`config.mk`:
```
export PLATFORM = sky130hd
export DESIGN_NAME = sqd_mod
export DESIGN_NICKNAME = d
export VERILOG_FILES = /design/src/hdl/sqd_pkg.sv /design/src/hdl/sqd_mod.sv
export SDC_FILE = /design/constraint.sdc
export NUM_CORES = 1
export LEC_CHECK = 0
export ABC_CLOCK_PERIOD_IN_PS = 27500
export BUFFER_PORTS_ARGS = -buffer_cell sky130_fd_sc_hd__buf_4
export CORE_ASPECT_RATIO = 1.2
export CORE_MARGIN = 1.5
export CORE_UTILIZATION = 45
export CTS_BUF_LIST = sky130_fd_sc_hd__clkbuf_16
export CTS_CLUSTER_SIZE = 28
export DETAILED_ROUTE_END_ITERATION = 12
export PLACE_DENSITY = 0.68
export REMOVE_ABC_BUFFERS = 1
export SLEW_MARGIN = 40
export SYNTH_ARGS = -nofsm -noshare
export SYNTH_HDL_FRONTEND = slang
export SYNTH_SLANG_ARGS = --single-unit
```
`constraint.sdc`:
```
create_clock -name clk -period 27.5 [get_ports clk]
set_clock_uncertainty 0.05 [all_clocks]
set_input_delay 4.125 -clock clk [delete_from_list [all_inputs] [get_ports clk]]
set_output_delay 4.125 -clock clk [all_outputs]
set_load 0.03 [all_outputs]
```
`src/hdl/sqd_pkg.sv`:
```
// Shared constants, codes and types of the shortest-queue dispatcher.
`default_nettype none

package sqd_pkg;

	localparam int NUM_LINES_DEF  = 8;
	localparam int LINE_DEPTH_DEF = 64;
	localparam int ID_BITS_DEF    = 16;

	localparam int RAND_BITS     = 16;
	localparam int SERVER_BITS   = 3;
	localparam int LINE_IDX_BITS = 3;
	localparam int STATUS_BITS   = 2;
	localparam int CFG_BITS      = 4;

	// remainder bits resolved per clock in the modulo unit
	localparam int MOD_STEP = 8;

	localparam logic OP_ENQ   = 1'b0;
	localparam logic OP_SERVE = 1'b1;

	localparam logic [STATUS_BITS-1:0] STATUS_OK    = 2'd0;
	localparam logic [STATUS_BITS-1:0] STATUS_FULL  = 2'd1;
	localparam logic [STATUS_BITS-1:0] STATUS_EMPTY = 2'd2;

	localparam logic [CFG_BITS-1:0] LINES_IN_USE_RST = 4'd1;

	typedef enum logic [1:0] {
		S_IDLE,
		S_MOD,
		S_PICK,
		S_RESP
	} fsm_state_t;

endpackage

`default_nettype wire

```
`src/hdl/sqd_mod.sv`:
```
// Multi-cycle remainder unit: random draw modulo a small candidate count.
`default_nettype none

module sqd_mod import sqd_pkg::*; #(
	parameter int DIV_BITS = 4
) (
	input  logic                 clk,
	input  logic                 arst_n,
	input  logic                 start,
	input  logic [RAND_BITS-1:0] dividend,
	input  logic [DIV_BITS-1:0]  divisor,
	output logic                 last,
	output logic [DIV_BITS-1:0]  remainder
);

	localparam int STEPS    = (RAND_BITS + MOD_STEP - 1) / MOD_STEP;
	localparam int CNT_BITS = $clog2(STEPS + 1);
	localparam int PAD_BITS = STEPS * MOD_STEP;

	logic [PAD_BITS-1:0] sh_q;
	logic [DIV_BITS-1:0] div_q;
	logic [DIV_BITS-1:0] rem_q;
	logic [CNT_BITS-1:0] cnt_q;
	logic [DIV_BITS:0]   part;
	logic [DIV_BITS-1:0] rem_next;

	// restoring remainder, one dividend bit per inner step
	always_comb begin
		rem_next = rem_q;
		part     = '0;
		for (int b = 0; b < MOD_STEP; b++) begin
			part = {rem_next, sh_q[PAD_BITS-1-b]};
			if (part >= {1'b0, div_q}) begin
				part = part - {1'b0, div_q};
			end
			rem_next = part[DIV_BITS-1:0];
		end
	end

	always_ff @(posedge clk or negedge arst_n) begin
		if (!arst_n) begin
			cnt_q <= '0;
		end else if (start) begin
			cnt_q <= CNT_BITS'(STEPS);
		end else if (cnt_q != '0) begin
			cnt_q <= cnt_q - 1'b1;
		end
	end

	always_ff @(posedge clk) begin
		if (start) begin
			sh_q  <= PAD_BITS'(dividend);
			div_q <= divisor;
			rem_q <= '0;
		end else if (cnt_q != '0) begin
			sh_q  <= sh_q << MOD_STEP;
			rem_q <= rem_next;
		end
	end

	assign last      = (cnt_q == CNT_BITS'(1));
	assign remainder = rem_q;

endmodule

`default_nettype wire

```
==> run_results.csv, run 1 <==
group,metric,value,unit
outcome,status,"complete, no violations",
critical_path,startpoint,"div_q[1]$_DFFE_PP_",
hold_path,min_from,"sh_q[7]$_SDFFCE_PN0P_",
place,gp_congestion,0.897,
critical_path,slowest_stage,"edfxtp_1",
critical_path,endpoint_kind,"flop",
yosys,synth_top_family_by_area,"adder cells",
yosys,synth_top_flop_cell,"edfxtp_1",
sta,report.final.slew_viol_count,0,
sta,rsz0062_at_grt,"false",
detailed_routing,dr_total_vias,2153,
yosys,synth_compound_gate_area_share,0.188,
critical_path,path_common_cell,"ha_1",
detailed_routing,post_drt_wl_per_cell,14.4,um
sta,fin_crit_sh,0.520,
clocking,cts.sinks,26,
yosys,synthMuxAreaShare,0.0995,
hold_path,hp-class,"reg2reg",
place,dp_hpwl,4540,um
final_layout,finalInstanceArea,0.00318,sq mm
detailed_routing,route.detailed.drc,0,
yosys,synth-seq-cells,26,
global_route,grt_pass1_wl,9780,um
yosys,syn-cell-area,0.00284,sq mm
global_route,antenna_found_initial,0,
final_layout,final_util,0.525,
final_layout,fin_nets,378,
clocking,post_cts_buffers,0,
sta,clock.fmax,0.0700,GHz
yosys,synth_seq_area_share,0.257,
clocking,root_buffer,"clkbuf_16",
critical_path,timing.rr.start,"div_q[1]$_DFFE_PP_",
yosys,yosys_warnings,0,
yosys,yosysTopAreaCell,"edfxtp_1",
job,maxCapViolCount,0,
die,die_y,90.1,um
die,rows,31,
yosys,ys_async_sr_fraction,0.0769,
clocking,cts_tree,"built",
yosys,synth_area_leaders,"edfxtp_1, ha_1, fa_1",
yosys,synth_fa_ha_area_frac,0.210,
final_layout,drive_gt1_frac,0.196,
die,core_area,0.00605,sq mm
clocking,clkLatencyLatePin,0.26,ns
critical_path,required,27.59,ns
yosys,synth_cell_type_count,57,
final_layout,seq_area,731,sq um
place,portBuffers,27,
critical_path,path_class,"reg2reg",
clocking,cts_made_buffers,3,
yosys,synth-xor-area-share,0.0462,
die,die-area,0.00680,sq mm
global_route,grt-ovfl-total,0,
final_layout,area_growth,11.7,%
final_layout,nFillCells,578,
die,dieWidth,75.6,um
final_layout,final_cell_mix,"inv_1, ha_1, buf_4",
clocking,cts_hold_buf,0,
sta,tightestPinTransition,0.633,ns
place,dpl_cell_area,0.00310,sq mm
critical_path,crit_arrival,14.37,ns
clocking,cts_buffer_depth,2,
sta,period_needed,14.29,ns
clocking,cts.repair.resized,0,
clocking,cts_htree_levels,1,
final_layout,antenna-diode-count,0,
detailed_routing,firstDrtPassIters,4,
yosys,synth_edf_count,20,
sta,finalHoldViolCount,0,
yosys,avgSynthCellArea,9.94,sq um
global_route,grt_start_max_net_pins,29,
yosys,syn_inst,286,
global_route,grt_use_total,0.183,
critical_path,cp-start-kind,"flop",
final_layout,multiInputGateArea,0.00193,sq mm
yosys,yosysTopAreaCellShare,0.211,
global_route,first_global_vias,2132,
sta,relSlewSlack,0.577,
detailed_routing,vias_per_cell,5.48,
sta,final.setup.tns,0,ns
detailed_routing,drt.antenna.violating_nets,0,
yosys,synth-simple-area-share,0.136,
die,start_util,0.470,
clocking,path_clk_slew,0.06,ns
detailed_routing,drt-initial-drc-count,79,
critical_path,critPathMaxFanout,14,
die,io_pins,28,
critical_path,slowest_delay,0.68,ns
detailed_routing,drt_wl_total,5680,um
sta,finalSetupViolations,0,
==> Yosys cell counts, drive strengths merged (4+ instances only) <==
cell / n
ha: 35
inv: 34
edfxtp: 20
a21oi: 16
o21ai: 14
nand2: 13
mux2: 12
mux2i: 12
and2: 10
nor2: 10
xor2: 10
nand2b: 9
a21o: 8
fa: 8
nor2b: 6
nand3: 5
o21a: 5
o221ai: 5
xnor2: 5
a211oi: 4
dfxtp: 4
nand3b: 4
o211ai: 4
==> kinds of logic after synthesis <==
family	Yosys count
multiplexers	24
adder cells (fa/ha/maj)	43
AND/OR/NAND/NOR	68
buffers and inverters	40
AO/OA/AOI/OAI	70
flip-flops	26
XOR/XNOR	15
==> layout make-up <==
class                           instances  area share
Multi-Input combinational cell        220       0.609
Sequential cell                        26       0.230
Timing Repair Buffer                   27      0.0638
Inverter                               34      0.0402
Tap cell                               82      0.0323
Clock buffer                            3      0.0236
Clock inverter                          1     0.00118
==> flip-flops by register name (all words and copies together) (netlist names) <==
| name | count |
|---|---|
| cnt_q | 2 |
| div_q | 4 |
| remainder | 4 |
| sh_q | 16 |
==> metal layers <==
layer,track usage,wire length [um],part of all wire
met3,0.0157,157,0.028
met1,0.242,2510,0.44
met4,0.0521,91,0.016
met2,0.311,2910,0.51
met5,0,0,0
==> through the flow <==
step                setup slack [ns]  instances  hold WS (ns)
floorplan                      14.88        280         0.475
global placement               13.46        389         0.477
detailed placement             13.19        389         0.486
CTS                            13.19        393         0.500
global route                   11.85        393         0.507
finish                         13.21        393         0.499
==> final timing paths <==
kind / cells past startpoint / slack, ns / to
setup / recovery: 60 / 13.21 / remainder[3]$_SDFFE_PP0P_
hold / removal: 1 / 0.50 / sh_q[15]$_DFFE_PP_
setup reg to reg: 60 / 13.21 / remainder[3]$_SDFFE_PP0P_
hold reg to reg: 1 / 0.50 / sh_q[15]$_DFFE_PP_
max in group asynchronous: 1 / 23.73 / cnt_q[0]$_DFFE_PN0P_
min in group asynchronous: 1 / 3.59 / cnt_q[1]$_DFFE_PN0P_
==> worst max-delay path: cells and delay by family (launching register included) <==
family | cells | cell delay (ns)
buffers and inverters | 5 | 0.71
AO/OA/AOI/OAI | 32 | 6.88
AND/OR/NAND/NOR | 10 | 1.79
adder cells (fa/ha/maj) | 8 | 2.45
flip-flops | 1 | 0.68
multiplexers | 5 | 1.54
Power of run 1 is left out: the tool's default activity adds up to more than one toggle a clock period on the data nets, which glitch-free logic cannot reach.
==> run 2, diff against run 1 <==
ABC_CLOCK_PERIOD_IN_PS = 11900   (was 27500)
PLACE_DENSITY = 0.71   (was 0.68)
clock period = 11.9 ns   (was 27.5 ns; I/O delays follow)
==> run 2 against run 1 <==
Net effect:
- final cell count up 10%
- critical endpoint unchanged
- global-route usage is 1.9 points higher
- hold slack improved by 0.0019 ns
- critical path depth is 4 lower
- via count grew 8.8%
- die area did not move
- register-to-register slack got worse by 13 ns
- sequential share of layout area down 3.7 points
- clock-buffer cell count did not move
- highest routed layer unchanged
==> run_results.csv, run 2 (same netlist as run 1, synthesis figures left out) <==
group,metric,value,unit
global_route,antenna_found_initial,0,
global_route,first_global_vias,2316,
die,rows,31,
final_layout,finalInstanceArea,0.00379,sq mm
sta,tightestPinTransition,0.649,ns
clocking,cts_buffer_depth,2,
critical_path,crit_arrival,11.41,ns
detailed_routing,post_drt_wl_per_cell,15.9,um
global_route,gr-usage-met3,0.0191,
critical_path,cp-start-kind,"flop",
critical_path,regToRegSetupSlack,0.57,ns
critical_path,slowest_delay,0.48,ns
sta,rsz0062_at_grt,"true",
sta,finalHoldViolCount,0,
sta,relSlewSlack,0.566,
final_layout,stdcell_count,434,
sta,fin_crit_sh,0.952,
clocking,clkLatencyLatePin,0.25,ns
clocking,cts_tree,"built",
place,dpl_cell_area,0.00325,sq mm
hold_path,min_path_cells,1,
place,gp_congestion,0.890,
final_layout,antenna-diode-count,0,
sta,period_needed,11.33,ns
hold_path,hp-class,"reg2reg",
final_layout,multiInputGateArea,0.00223,sq mm
critical_path,ff2ff_path_depth,56,
final_layout,top_register,"sh_q",
critical_path,slowest_stage,"edfxtp_1",
final_layout,final_common_cell,"buf_4",
sta,final.setup.tns,0,ns
place,portBuffers,27,
critical_path,endpoint_kind,"flop",
critical_path,reg2reg_to,"remainder[3]$_SDFFE_PP0P_",
critical_path,required,11.98,ns
final_layout,seq_area,731,sq um
global_route,grt-ovfl-total,0,
global_route,top_usage_layer,"met2",
global_route,gr-usage-met1,0.241,
final_layout,largest_reg_flops,16,
hold_path,whs_endpoint,"sh_q[12]$_DFFE_PP_",
clocking,root_buffer,"clkbuf_16",
final_layout,drive_gt1_frac,0.418,
critical_path,timing.rr.start,"div_q[0]$_DFFE_PP_",
place,dp_cells,410,
detailed_routing,drt.antenna.violating_nets,0,
critical_path,path_class,"reg2reg",
critical_path,path_common_cell,"a21oi_2",
final_layout,final_cell_mix,"buf_4, inv_1, ha_1",
final_layout,fin_nets,419,
die,io_pins,28,
job,maxCapViolCount,0,
clocking,cts.sinks,26,
global_route,grt_use_total,0.201,
detailed_routing,drt-initial-drc-count,95,
die,start_util,0.470,
final_layout,nFillCells,524,
place,dp_hpwl,5100,um
sta,clock.fmax,0.0883,GHz
global_route,grt_pass1_wl,10600,um
sta,finalSetupViolations,0,
detailed_routing,route.detailed.drc,0,
global_route,met2_usage,0.365,
hold_path,min_from,"sh_q[4]$_SDFFCE_PN0P_",
clocking,cts_hold_buf,0,
critical_path,critPathMaxFanout,6,
sta,report.final.slew_viol_count,0,
die,dieWidth,75.6,um
detailed_routing,drt_wl_total,6890,um
outcome,status,"complete, no violations",
die,core_area,0.00605,sq mm
clocking,cts_made_buffers,3,
clocking,cts_htree_levels,1,
die,die-area,0.00680,sq mm
global_route,grt_start_max_net_pins,29,
detailed_routing,dr_total_vias,2343,
sta,holdWs,0.501,ns
detailed_routing,firstDrtPassIters,4,
final_layout,area_growth,33.4,%
detailed_routing,vias_per_cell,5.40,
die,die_y,90.1,um
clocking,path_clk_slew,0.06,ns
-- run 2: worst max-delay path by stage --
stage,start,end,slack (ns)
floorplan,div_q[1]$_DFFE_PP_,remainder[3]$_SDFFE_PP0P_,-0.72
global placement,div_q[2]$_DFFE_PP_,remainder[3]$_SDFFE_PP0P_,-0.41
detailed placement,div_q[2]$_DFFE_PP_,remainder[3]$_SDFFE_PP0P_,-0.60
CTS,div_q[0]$_DFFE_PP_,remainder[3]$_SDFFE_PP0P_,0.02
global route,div_q[0]$_DFFE_PP_,remainder[3]$_SDFFE_PP0P_,-0.06
finish,div_q[0]$_DFFE_PP_,remainder[3]$_SDFFE_PP0P_,0.57
-- run 2: stage by stage --
step	util	worst slack, ns
final	0.627	0.570
after global routing	0.627	-0.0639
after CTS	0.567	0.0244
after detailed placement	0.538	-0.599
after global placement	0.538	-0.409
after floorplan	-	-0.715
-- run 2: repair_timing --
item	CTS	global route
resized for setup	13	54
buffers inserted	6	14
pin swaps	3	30
endpoints found under the setup margin	4	4
-- run 2: worst max-delay path, delay by kind of cell (launching register included) --
kind                       cells  cell delay, ns
buffers and inverters          4            0.54
muxes                          6            1.31
adders and majority gates      8            2.07
and+or+nand+nor                9            1.66
DFF                            1            0.48
AOI/OAI and AO/OA             29            5.06
-- run 2: layout make-up --
cell class              count  share of cell area
clock inverters             1            0.000990
repair buffers             68               0.139
flip-flops and latches     26               0.193
inverters                  34              0.0337
well taps                  82              0.0271
clock buffers               3              0.0198
multi-input cells         220               0.587
-- run 2: metal layers --
metal / up-vias / part of all wire
li1: 1159 / -
met1: 1129 / 0.40
met2: 43 / 0.56
met3: 12 / 0.017
met4: 0 / 0.023
met5: - / 0
Power of run 2 is left out for the same reason.
